$ cat config.mk
export PLATFORM = sky130hd
export DESIGN_NAME = dpd_div
export DESIGN_NICKNAME = d
export VERILOG_FILES = /design/src/sv/dpd_pair_force_unit_macros.svh /design/src/sv/dpd_div.sv
export SDC_FILE = /design/constraint.sdc
export NUM_CORES = 2
export LEC_CHECK = 0
export BUFFER_PORTS_ARGS = -buffer_cell sky130_fd_sc_hd__clkbuf_2
export CORE_MARGIN = 8
export CORE_UTILIZATION = 45
export DETAILED_ROUTE_END_ITERATION = 6
export GPL_TIMING_DRIVEN = 0
export PLACE_DENSITY_LB_ADDON = 0.08
export SYNTH_ARGS = -nofsm -noshare
export SYNTH_HDL_FRONTEND = slang
export SYNTH_SLANG_ARGS = --single-unit
$ cat constraint.sdc
create_clock -name clk -period 7.6 [get_ports clk]
set_clock_uncertainty 0.15 [all_clocks]
set_input_delay 1.52 -clock clk [delete_from_list [all_inputs] [get_ports clk]]
set_output_delay 1.52 -clock clk [all_outputs]
set_load 0.02 [all_outputs]
$ cat src/sv/dpd_pair_force_unit_macros.svh
// Assertion macros shared by the pair force RTL.
`ifndef DPD_PAIR_FORCE_UNIT_MACROS_SVH
`define DPD_PAIR_FORCE_UNIT_MACROS_SVH

// Same-cycle implication, disabled during reset.
`define DPD_ASSERT_IMP(lbl, ante, conseq, msg) \
  lbl: assert property (@(posedge clk) disable iff (rst) (ante) |-> (conseq)) \
    else $error(msg);

// Next-cycle implication, disabled during reset.
`define DPD_ASSERT_NXT(lbl, ante, conseq, msg) \
  lbl: assert property (@(posedge clk) disable iff (rst) (ante) |=> (conseq)) \
    else $error(msg);

`endif

$ cat src/sv/dpd_div.sv
// Pipelined restoring divider, one quotient bit per stage.
module dpd_div #(
  parameter int NW = 48,
  parameter int DW = 32,
  parameter int QW = 17
) (
  input  logic          clk,
  input  logic          en,
  input  logic [NW-1:0] num,
  input  logic [DW-1:0] den,
  output logic [QW-1:0] quo
);

  localparam int CW = DW + QW;

  logic [CW-1:0] rem [1:QW-1];
  logic [DW-1:0] dvs [1:QW-1];
  logic [QW-1:0] acc [1:QW];

  for (genvar i = 0; i < QW; i++) begin : g_st
    localparam int B = QW - 1 - i;
    logic [CW-1:0] r_in;
    logic [DW-1:0] d_in;
    logic [QW-1:0] q_in;
    logic [CW-1:0] sub;
    logic          take;

    if (i == 0) begin : g_first
      assign r_in = CW'(num);
      assign d_in = den;
      assign q_in = '0;
    end else begin : g_rest
      assign r_in = rem[i];
      assign d_in = dvs[i];
      assign q_in = acc[i];
    end

    assign sub  = CW'(d_in) << B;
    assign take = r_in >= sub;

    always_ff @(posedge clk) begin
      if (en) begin
        acc[i+1] <= take ? (q_in | (QW'(1) << B)) : q_in;
      end
    end

    if (i < QW - 1) begin : g_rem
      always_ff @(posedge clk) begin
        if (en) begin
          rem[i+1] <= take ? (r_in - sub) : r_in;
          dvs[i+1] <= d_in;
        end
      end
    end
  end

  assign quo = acc[QW];

endmodule
== Word level (Yosys, flattened, before mapping) ==
Memories as Yosys holds them, arrays and structs flattened.
Index checks and enable logic that the tools add are counted.

* $add $sub $neg: 16
* $mul: 0
* Divide/modulo/power cells: 0
* Magnitude comparators: 17
* Eq/ne operators: 0
* Shift-type cells: 0
* Mux-type cells: 35
* Bitwise gates (word level): 0
* Reductions and logical operators: 0

{| class="wikitable"
|+ Operators with widths
! operator !! count
|-
| $mux W49 || 16
|-
| $ge A49 B32 Y1 || 1
|-
| $ge A49 B33 Y1 || 1
|-
| $ge A49 B34 Y1 || 1
|-
| $ge A49 B35 Y1 || 1
|-
| $ge A49 B36 Y1 || 1
|-
| $ge A49 B37 Y1 || 1
|-
| $ge A49 B38 Y1 || 1
|-
| $ge A49 B39 Y1 || 1
|-
| $ge A49 B40 Y1 || 1
|-
| $ge A49 B41 Y1 || 1
|-
| $ge A49 B42 Y1 || 1
|-
| $ge A49 B43 Y1 || 1
|-
| $ge A49 B44 Y1 || 1
|-
| $ge A49 B45 Y1 || 1
|-
| $ge A49 B46 Y1 || 1
|-
| $ge A49 B47 Y1 || 1
|-
| $sub A48 B48 Y49 || 1
|-
| $sub A49 B33 Y49 || 1
|-
| $sub A49 B34 Y49 || 1
|-
| $sub A49 B35 Y49 || 1
|-
| $sub A49 B36 Y49 || 1
|-
| $sub A49 B37 Y49 || 1
|-
| $sub A49 B38 Y49 || 1
|-
| 27 further kinds || 29
|}

* Bits in registers: 0
* Latch bits: 0
* RAM bits: 1,585
* Bits in read-only memories: 0
* Input port bits: 82
* Output and inout port bits: 17
* Word-level logic and storage cells: 71
* Memories kept: 3

{| class="wikitable"
|+ Memories
! name !! depth !! width !! read ports !! clocked after memory_dff !! wr ports !! line !! text
|-
| rem || 16 || 49 || 16 || 0 || 16 || dpd_div.sv:16 || <nowiki>logic [CW-1:0] rem [1:QW-1];</nowiki>
|-
| dvs || 16 || 32 || 16 || 0 || 16 || dpd_div.sv:17 || <nowiki>logic [DW-1:0] dvs [1:QW-1];</nowiki>
|-
| acc || 17 || 17 || 17 || 0 || 17 || dpd_div.sv:18 || <nowiki>logic [QW-1:0] acc [1:QW];</nowiki>
|}

== Logic depth before layout (Yosys ltp) ==
An unclocked memory read counts as a cell.

* Word-level depth: 3
* Mapped depth: 16
* Depth with buffers taken out: 14

== Worst setup path before layout ==
No wires, ideal clock.

* Path kind: input -> register
* Start point: input den[12]
* End point: register, netlist name rem[0][75]
* Library setup time: 0.270 ns
* Arrival time: 4.050 ns
* Data required time: 7.180 ns
* Setup slack: 3.129 ns
* Stages: 15
* Path buffers: 3
* Path through: inv_1 > ha_1 > clkbuf_1 > a21oi_1 > o21ai_0 > a221oi_1 > nand2_1 > a211oi_1 > a21oi_1 > a311oi_2 > a21oi_1 > buf_2 > buf_1 > nor2_1 > a21oi_1

{| class="wikitable"
|+ RTL lines
! item !! line !! text
|-
| from (decl) || dpd_div.sv:10 || <nowiki>input logic [DW-1:0] den,</nowiki>
|}

==> metrics.md <==
| Metric | Value |
|---|---|
| Synth warn | 0 |
| DIE AREA | 197000 sq um |
| Die width | 443 um |
| Async SR Flop Fraction | 0% |
| Max Buffers Root-to-Sink | 3 |
| Finish-stage setup viols | 0 |
| Hold WS | 0.261 ns |
| Xor/xnor share of the synthesized area | under 10% |
| Relative slew margins | between 10% and 20% |
| Post-synth top area share | 52.9% |
| Largest net degree at the start of global routing | 126 |
| Post-synthesis adder-cell area fraction | 8.67% |
| Cells after synthesis | 7494 |
| Final net count | 8418 |
| Worst slew pin tran | 1.23 ns |
| Number of buffers created by CTS | 167 |
| IO Pins | between 90 and 100 |
| Max FO, Critical Path | 10 |
| PwrDens | around 380 nW/um^2 |
| Synth Cell Area | 82200 sq um |
| Area grow syn2layout | 11.6% |
| Starting Density | 45.1% |
| DRC | 0 |
| #FFs+latches synth | 1449 |
| Multiplexer share of the synthesized area | 1.33% |
| Status | complete, no violations |
| Max-Cap Viols | 0 |
| Area contributors post-synth | edfxtp_1 (53%), ha_1 (8.3%), a21oi_1 (3.9%), xnor2_1 (3.2%), inv_1 (3.0%) |
| Clock Latency Late Sink | 0.83 ns |
| RSZ-0062 raised after global routing | false |
| Synth Area in Compound Gates | 15.1% |
| GR Util All Layers | between 20% and 30% |
| Simple-gate share of the synthesized area | 11.6% |
| Initial antenna violation count | 5 |
| Post-CTS Setup Repair Bufs | 0 |
| Post-synthesis net count | just over 8000 |
| Global-route wire length before repair | ~320000 um |
| CTS root buf | clkbuf_16 |
| Drt first pass iters | 5 |
| Worst Hold Class | register to register |
| Core Region | around 180000 sq um |
| Worst setup path class | register to register |
| Arrival @ worst endpoint | 6.59 ns |
| Top FF cell, synth | edfxtp_1 |
| P_sw | around 13000 uW |
| H-tree Lvls | 4 |
| Die extent in y | 443 um |
| Post-CTS sizing | 0 |
| Fmax | 0.161 GHz |
| Startpoint type of the worst setup path | register |
| Post-synth top area cell | edfxtp_1 |
| Cell internal pwr | 22100 uW |
| VDD IR max | 0.215 mV |
| Max-slew violation count | 0 |
| Post-DP HPWL | about 170000 um |
| Distinct cells, synth | 112 |
| Row cnt | 157 |
| Number of global-route vias before repair | 60000 |
| Seq pwr share | 36.1% |
| Final GP Congestion | 0.959 |
| Worst setup EP type | register |
| Per-cell routed wire length | 20.8 um |
| Final setup TNS | 0 ns |
| Fin crit period | 6.22 ns |
| Sequential area share after synthesis | 52.9% |
| Post-synth EDFFs | roughly 1400 |
| Hold-fix buffers, CTS | 0 |
| Pleak | between 0.03 and 0.04 uW |
| Layout cell share with drive strength beyond 1 | 7.74% |
| Remaining Overflow, GRT | 0 |
| Gate power share | between 40 and 50% |
| DR vias | 56400 |
| Tcrit/Tclk final | 81.8% |
| Total Wirelength | 214000 um |
| Clock slew at reported path FFs | 0.06 ns |
| Clock share of power | 23.4% |
| Synthesized area per cell | 11.0 sq um |
| Clock sinks | 1449 |
| Via-to-Cell Ratio | 5.48 |
| Main combinational cell family by area after synthesis | compound AO/OA/AOI/OAI gates |
| Post-route ant nets | 0 |
| Initial DRC Count | 2762 |
| CP required | 7.97 ns |
| TritonCTS clock tree | built |
| Sw frac | 36.6% |
| Final hold violation count | 0 |
| Port Buf Inserts | between 90 and 100 |
power groups by stage:
stage	clock [uW]	sequential (uW)	combinational [uW]
2_1_floorplan	0	12300	10600
3_3_place_gp	0	13200	13800
3_5_place_dp	0	12700	14000
4_1_cts	8410	12600	14100
5_1_grt	8690	12800	15600
6_report	8170	12600	14100
logic make-up (layout without fill, tap and decap cells):
family                     Yosys count  in the layout
and+or+nand+nor                   1928           1928
AOI/OAI and AO/OA                 1986           1986
muxes                               98             98
buffers and inverters              906           1322
xor gates and xnor gates           567            567
DFF                               1449           1449
other                                0              4
adders and majority gates          560            560
cell usage in the layout (no fill, tap or decap), types with 22 or more instances in the layout:
master	synthesis	routed
a31oi_1	47	47
clkbuf_16	0	167
clkinv_2	0	32
nand4_1	115	115
clkbuf_2	0	97
o31ai_1	33	33
clkinv_1	0	35
o21ai_0	457	457
buf_2	45	46
nor3_1	108	108
o21ai_1	39	39
a211o_1	26	26
and3_1	61	61
nand3_1	127	127
a21oi_1	643	643
a21o_1	299	299
nor2b_1	79	79
or3_1	35	35
xnor2_1	299	299
o21a_1	72	72
edfxtp_1	1449	1449
bufinv_16	0	22
xor2_1	268	268
nor4_1	91	89
o211ai_1	33	33
or2_2	28	28
ha_1	544	544
or4_1	23	23
clkbuf_1	154	176
and2_1	25	25
inv_1	667	667
nor2_1	443	443
mux2_2	84	84
nand2_1	607	607
o21bai_1	64	64
a211oi_1	62	62
nand2b_1	67	67
buf_4	21	22
cells in the mapped netlist, types with 26 or more instances:
cell      number
edfxtp_1    1449
inv_1        667
a21oi_1      643
nand2_1      607
ha_1         544
o21ai_0      457
nor2_1       443
a21o_1       299
xnor2_1      299
xor2_1       268
clkbuf_1     154
nand3_1      127
nand4_1      115
nor3_1       108
nor4_1        91
mux2_2        84
nor2b_1       79
o21a_1        72
nand2b_1      67
o21bai_1      64
a211oi_1      62
and3_1        61
a31oi_1       47
buf_2         45
o21ai_1       39
or3_1         35
o211ai_1      33
o31ai_1       33
or2_2         28
a211o_1       26
state kept, by name, summed over array words and instances, names as in the netlist:
name,cells
acc,153
dvs,512
rem,784
final cells by class:
class	count	area (sq um)
Fill cell	16300	90500
Sequential cell	1449	43500
Multi-Input combinational cell	5139	35100
Clock buffer	189	4260
Tap cell	2385	2980
Inverter	669	2510
Clock inverter	114	1430
Buffer	237	1070
Timing Repair Buffer	113	870
Antenna cell	4	10.0
final timing paths:
path                                   from           to  slack, ns  cells after the start
worst max-delay path            rem[0][404]  rem[0][450]       1.38                     11
worst min-delay path            acc[0][209]  acc[0][226]       0.26                      0
worst max register to register  rem[0][404]  rem[0][450]       1.38                     11
worst min register to register  acc[0][209]  acc[0][226]       0.26                      0
worst max-delay path, cell delays in order (launching register included):
cell	delay (ns)
edfxtp_1	0.41
ha_1	0.37
nand3_1	0.40
o21bai_1	0.23
a31oi_1	0.27
a311o_1	0.53
o21ai_1	0.46
a21oi_1	0.26
a21oi_1	0.97
clkbuf_1	0.88
clkbuf_1	0.79
o21ai_0	0.18
metrics by stage:
step	total power (uW)	cell area, sq um	util, %	worst slack [ns]	cells
after global routing	37100	91800	50.4	1.52	10300
after global placement	27000	85700	47.0	-20.30	9977
after floorplan	22900	82200	-	3.13	7494
final	34900	91800	50.4	1.38	10300
after CTS	35100	91800	50.4	1.55	10300
after detailed placement	26700	86100	47.2	1.60	9992
layer usage:
metal | track usage, % | part of all wire [%]
met2 | 43.6 | 56
met3 | 2.79 | 2.4
met1 | 16.8 | 31
met4 | 18.7 | 10
met5 | 0 | 0
No activity file was read; power rests on OpenSTA's default activity.
