`src/sv/dpd_pair_force_unit_macros.svh`:
```
// Assertion macros shared by the pair force RTL.
`ifndef DPD_PAIR_FORCE_UNIT_MACROS_SVH
`define DPD_PAIR_FORCE_UNIT_MACROS_SVH

// Same-cycle implication, disabled during reset.
`define DPD_ASSERT_IMP(lbl, ante, conseq, msg) \
  lbl: assert property (@(posedge clk) disable iff (rst) (ante) |-> (conseq)) \
    else $error(msg);

// Next-cycle implication, disabled during reset.
`define DPD_ASSERT_NXT(lbl, ante, conseq, msg) \
  lbl: assert property (@(posedge clk) disable iff (rst) (ante) |=> (conseq)) \
    else $error(msg);

`endif

```
`src/sv/dpd_isqrt.sv`:
```
// Pipelined integer square root, one root bit per stage.
module dpd_isqrt #(
  parameter int RW = 32
) (
  input  logic            clk,
  input  logic            en,
  input  logic [2*RW-1:0] rad,
  output logic [RW-1:0]   root
);

  localparam int XW = 2*RW + 2;

  logic [XW-1:0] rem [1:RW-1];
  logic [RW-1:0] acc [1:RW];

  for (genvar i = 0; i < RW; i++) begin : g_st
    localparam int B = RW - 1 - i;
    logic [XW-1:0] r_in;
    logic [RW-1:0] q_in;
    logic [XW-1:0] trial;
    logic          take;

    if (i == 0) begin : g_first
      assign r_in = XW'(rad);
      assign q_in = '0;
    end else begin : g_rest
      assign r_in = rem[i];
      assign q_in = acc[i];
    end

    // (q + 2^B)^2 - q^2 = q*2^(B+1) + 2^(2B)
    assign trial = (XW'(q_in) << (B + 1)) + (XW'(1) << (2*B));
    assign take  = r_in >= trial;

    always_ff @(posedge clk) begin
      if (en) begin
        acc[i+1] <= take ? (q_in | (RW'(1) << B)) : q_in;
      end
    end

    if (i < RW - 1) begin : g_rem
      always_ff @(posedge clk) begin
        if (en) begin
          rem[i+1] <= take ? (r_in - trial) : r_in;
        end
      end
    end
  end

  assign root = acc[RW];

endmodule

```
`config.mk`:
```
export PLATFORM = sky130hd
export DESIGN_NAME = dpd_isqrt
export DESIGN_NICKNAME = d
export VERILOG_FILES = /design/src/sv/dpd_pair_force_unit_macros.svh /design/src/sv/dpd_isqrt.sv
export SDC_FILE = /design/constraint.sdc
export NUM_CORES = 2
export LEC_CHECK = 0
export BUFFER_PORTS_ARGS = -buffer_cell sky130_fd_sc_hd__buf_4
export CORE_MARGIN = 1.5
export CORE_UTILIZATION = 46
export DETAILED_ROUTE_END_ITERATION = 12
export PLACE_DENSITY = 0.74
export SETUP_SLACK_MARGIN = 0.15
export SLEW_MARGIN = 5
export SYNTH_ARGS = -nofsm -noshare
export SYNTH_HDL_FRONTEND = slang
export SYNTH_SLANG_ARGS = --single-unit
```
`constraint.sdc`:
```
create_clock -name clk -period 4 [get_ports clk]
set_clock_uncertainty 0.2 [all_clocks]
set_input_delay 0.2 -clock clk [delete_from_list [all_inputs] [get_ports clk]]
set_output_delay 0.2 -clock clk [all_outputs]
set_load 0.02 [all_outputs]
```
### Word-level counts from Yosys, hierarchy flattened

Memories as Yosys holds them, arrays and structs flattened.
Cells that the tools add are included.

| storage, ports and cells | value |
|---|---|
| bits in registers | 0 |
| output and inout bits | 32 |
| word-level logic and storage cells | 161 |
| memories | 2 |
| memory bits (writable) | 3,070 |
| bits of input ports | 66 |

| cells by class | value |
|---|---|
| $lt $le $gt $ge | 32 |
| add/subtract/negate cells | 62 |
| multiplexer cells | 65 |

Memory list:

| name | words | bits a word | rd ports | clocked after memory_dff | wr ports | RTL line | RTL |
|---|---|---|---|---|---|---|---|
| rem | 31 | 66 | 31 | 0 | 31 | dpd_isqrt.sv:13 | `logic [XW-1:0] rem [1:RW-1];` |
| acc | 32 | 32 | 32 | 0 | 32 | dpd_isqrt.sv:14 | `logic [RW-1:0] acc [1:RW];` |

Operators by type and width:

| cell | number |
|---|---|
| 66-bit two-way mux | 31 |
| 66-bit by 34-bit >= comparator with 1-bit output | 1 |
| 66-bit by 35-bit >= comparator with 1-bit output | 1 |
| 66-bit by 36-bit >= comparator with 1-bit output | 1 |
| 66-bit by 37-bit >= comparator with 1-bit output | 1 |
| 66-bit by 38-bit >= comparator with 1-bit output | 1 |
| 66-bit by 39-bit >= comparator with 1-bit output | 1 |
| 66-bit by 40-bit >= comparator with 1-bit output | 1 |
| 66-bit by 41-bit >= comparator with 1-bit output | 1 |
| 66-bit by 42-bit >= comparator with 1-bit output | 1 |
| 66-bit by 43-bit >= comparator with 1-bit output | 1 |
| 66-bit by 44-bit >= comparator with 1-bit output | 1 |
| 66-bit by 45-bit >= comparator with 1-bit output | 1 |
| 66-bit by 46-bit >= comparator with 1-bit output | 1 |
| 66-bit by 47-bit >= comparator with 1-bit output | 1 |
| 66-bit by 48-bit >= comparator with 1-bit output | 1 |
| 66-bit by 49-bit >= comparator with 1-bit output | 1 |
| 66-bit by 50-bit >= comparator with 1-bit output | 1 |
| 66-bit by 51-bit >= comparator with 1-bit output | 1 |
| 66-bit by 52-bit >= comparator with 1-bit output | 1 |
| 66-bit by 53-bit >= comparator with 1-bit output | 1 |
| 66-bit by 54-bit >= comparator with 1-bit output | 1 |
| 66-bit by 55-bit >= comparator with 1-bit output | 1 |
| 66-bit by 56-bit >= comparator with 1-bit output | 1 |
| 103 further kinds | 105 |

### Depth between registers and ports, before layout

An unclocked memory read counts as a cell.

| logic depth | value |
|---|---|
| depth after elaboration | 4 |
| mapped depth | 15 |
| mapped depth without buffers | 13 |

### Worst setup path before layout

OpenSTA, ideal clock, no wires.

| path | value |
|---|---|
| kind | reg2reg |
| start point | register rem[1][507] (netlist name) |
| end point | register rem[1][555] (netlist name) |
| clock period less this slack | 3.998 ns |
| arrival time | 3.538 ns |
| required time | 3.540 ns |
| stages on the path, launching flop included | 12 |
| buffers on the path | 2 |
| setup slack | 0.002 ns |
| setup time | 0.260 ns |
| cell sequence | edfxtp_1 > or4_4 > or3_1 > or3_4 > or4_4 > or4_4 > nor3_2 > o311a_1 > buf_6 > inv_6 > buf_6 > mux2_4 |

==> impl_metrics.env <==
export IMPL_setup_viol=0
export IMPL_peakVddDrop_uv=392
export IMPL_ys_seq_elements=2573
export IMPL_maxSlewHeadroom=0.182
export IMPL_cts_buffers=274
export IMPL_ys_top_cells_by_count="edfxtp_1 (2573), inv_1 (667), nor2_1 (661)"
export IMPL_p_sw_frac=0.295
export IMPL_fmax_ghz=0.252
export IMPL_port_buffers=97
export IMPL_outcome="finished clean"
export IMPL_ys_types=96
export IMPL_wl_per_cell_um=22.2
export IMPL_num_vias=81796
export IMPL_crit_buf_inv=1
export IMPL_crit_top_cell="or4_4"
export IMPL_drc=0
export IMPL_hold_viol_final=0
export IMPL_drt_pass1_iterations=6
export IMPL_groute_layer_met3_usage=0.0288
export IMPL_io_pin_count=98
export IMPL_critPathMaxStageDelay_ns=0.55
export IMPL_die_y_um=520
export IMPL_grt_use_total=0.232
export IMPL_cap_violations=0
export IMPL_yosys_area_top_type="edfxtp_1"
export IMPL_synth_ff_type="edfxtp_1"
export IMPL_worst_ep_arrival_time_ns=4.34
export IMPL_clock_sinks=2573
export IMPL_crit_fanout=5
export IMPL_clk_pin_slew_ns=0.06
export IMPL_worstRegToRegCells=11
export IMPL_root_buffer="clkbuf_16"
export IMPL_cts_tree="done"
export IMPL_rsz0062_at_grt="yes"
export IMPL_slowest_stage="or4_4"
export IMPL_synthArstFlopShare=0
export IMPL_drv_slew=0
export IMPL_synth_top_area_frac=0.628
export IMPL_intPower_mw=56.4
export IMPL_hold_end="rem[0][128]"
export IMPL_overflow=0
export IMPL_clk_insertion_delay_late_ns=0.89
export IMPL_clkPwrFrac=0.307
export IMPL_period_needed_ns=3.98
export IMPL_critPathLaunchType="register"
export IMPL_drive_above_1_share=0.140
export IMPL_placementRows=189
export IMPL_grt_util_met2=0.452
export IMPL_ant_nets=0
export IMPL_grt_pass1_wl_um=484000
export IMPL_viasPerCell=5.65
export IMPL_synth_edf_count=2573
export IMPL_required_ns=4.37
export IMPL_synthTopCellsByArea="edfxtp_1 (63%), ha_1 (5.7%), xnor2_1 (3.6%), xor2_1 (3.1%), a21oi_1 (2.6%)"
export IMPL_syn_to_final_growth_pct=17.2
export IMPL_gp_congestion=0.991
export IMPL_pwr_share_comb=0.231
export IMPL_register_area_um2=77300
export IMPL_ys_seq_area_frac=0.628
export IMPL_hp_start="rad[62]"
export IMPL_final_cell_area_um2=144000
export IMPL_dp_hpwl_um=240000
export IMPL_holdPathStages=4
export IMPL_dpl_cell_area_um2=132000
export IMPL_yosysWarnings=0
export IMPL_drt_iter0_drc=6015
export IMPL_synth_most_common_cell="edfxtp_1"
export IMPL_syn_avg_cell_area_um2=12.6
export IMPL_r2r_start="rem[1][506]"
export IMPL_synth_fp_nets=10398
export IMPL_power_switching_mw=23.6
export IMPL_cpLargestDelayFamily="simple AND/OR/NAND/NOR gates"
export IMPL_power_frac_seq=0.461
export IMPL_r2r_end="rem[1][587]"
export IMPL_multi_input_area_um2=44100
export IMPL_fin_crit_sh=0.994
export IMPL_timing_critical_path_cells="or4_4, or3_4, or3_4, or4_4, or4_4, nor3_4, o311a_4, buf_6, a311o_2, nor3b_2, xor2_1"
export IMPL_nNetsFinal=11377
export IMPL_antenna_found_initial=2
export IMPL_grt_max_degree=203
export IMPL_post_route_util=0.543
export IMPL_cts_path_max_buffers=4
export IMPL_busiest_layer="met2"
export IMPL_die_x_um=520
export IMPL_routed_wl_um=322000
export IMPL_grt_pass1_vias=83208
export IMPL_r2r_setup_slack_ns=0.02
export IMPL_core_area_um2=266000
export IMPL_critPathKind="register to register"
export IMPL_p_per_area_nw_per_um2=555
export IMPL_htree_levels=5
export IMPL_gr_usage_met1=0.232
export IMPL_synth_cells=9774
export IMPL_fill_cells=21312
export IMPL_crit_path_end_kind="register"
export IMPL_synth_area_um2=123000
export IMPL_hold_class="primary input to register"
export IMPL_start_util=0.463
export IMPL_die_area_um2=271000
export IMPL_tightest_slew_ns=1.23
export IMPL_leakage_nw=54.5
what timing repair did:
| action | 4_1_cts | 5_1_grt |
|---|---|---|
| hold endpoints to repair | 326 | 0 |
| setup endpoints to repair | 315 | 444 |
| hold buffers | 129 | 0 |
| cloned | 1 | 2 |
| gates resized for setup | 100 | 216 |
| buffers inserted | 13 | 43 |
| pin swaps | 16 | 49 |
state kept, by name, indices dropped and copies added (netlist names):
name and cells:
rem 2045, acc 528
cell families (layout without fill, tap and decap cells):
logic type / Yosys count / after routing / share of synthesized area
and+or+nand+nor: 2938 / 2939 / 0.123
DFF: 2573 / 2573 / 0.628
AOI/OAI and AO/OA: 1802 / 1802 / 0.0892
xor gates and xnor gates: 943 / 943 / 0.0671
buffers and inverters: 855 / 2027 / 0.0263
adders and majority gates: 558 / 558 / 0.0567
muxes: 105 / 105 / 0.00975
other: 0 / 7 / 0
worst max-delay path by stage:
stage                           start          end  depth (start not counted)
after global placement    acc[24][30]  rem[1][646]                         14
after floorplan           rem[1][506]  rem[1][555]                         11
after CTS                 rem[1][506]  rem[1][587]                         11
after global routing      rem[1][506]  rem[1][587]                         11
after detailed placement  acc[24][31]  rem[1][646]                         14
final                     rem[1][506]  rem[1][587]                         11
through the flow:
step / setup slack [ns] / instances / hold slack, ns / power, mW / TNS (ns)
after floorplan: 0.0490 / 9774 / 0.0989 / 47.5 / 0
after global placement: -0.394 / 13822 / 0.189 / 54.5 / -12.76
after detailed placement: -0.416 / 13822 / 0.189 / 54.9 / -17.68
after CTS: 0.0427 / 14435 / 0.0120 / 79.6 / 0
after global routing: -0.0599 / 14485 / 0.0577 / 83.4 / -0.369
final: 0.0249 / 14487 / 0.0920 / 80.0 / 0
power by group through the flow:
stage                     combinational (mW)  sequential, mW  clock [mW]
after global placement                  17.3            37.2           0
after CTS                               17.9            36.8        24.8
final                                   18.5            36.9        24.6
after detailed placement                17.6            37.3           0
after global routing                    20.3            37.2        26.0
after floorplan                         11.5            36.0           0
worst min-delay path, stage by stage:
cell and delay, ns:
dlygate4sd3_1 0.54, buf_4 0.12, inv_1 0.06, xnor2_1 0.15
final cells by class:
| type | instances | share of cell area |
|---|---|---|
| sequential | 2573 | 0.536 |
| multi-input combinational | 6347 | 0.306 |
| timing repair buffer | 886 | 0.0509 |
| clock buffer | 324 | 0.0502 |
| tap | 3533 | 0.0307 |
| inverter | 671 | 0.0175 |
| clock inverter | 146 | 0.00882 |
| antenna | 7 | 0.000121 |
metal layers:
metal | share of wire | wire length [um]
met5 | 0.000034 | 11
met1 | 0.34 | 110000
met3 | 0.041 | 13200
met2 | 0.55 | 176000
met4 | 0.072 | 23100
cells in the final DEF, fill, tap and decap left out, types with 50 or more instances in the layout:
master	synthesis	layout
edfxtp_1	2573	2573
buf_4	0	715
inv_1	667	665
nand2_1	656	652
nor2_1	661	648
a21oi_1	627	611
ha_1	558	533
xnor2_1	504	502
o21ai_0	458	443
xor2_1	439	436
nor4_1	358	322
clkbuf_16	0	283
a21o_1	228	228
nor3_1	252	227
nand3_1	176	173
nand4_1	147	147
dlygate4sd3_1	0	129
o21a_1	110	110
nand2b_1	112	108
or3_1	107	98
mux2_2	95	95
nor2b_1	75	74
or4_1	74	64
clkinv_1	1	57
a31oi_1	53	50
Note: power is estimated with default switching activity, not from simulation.
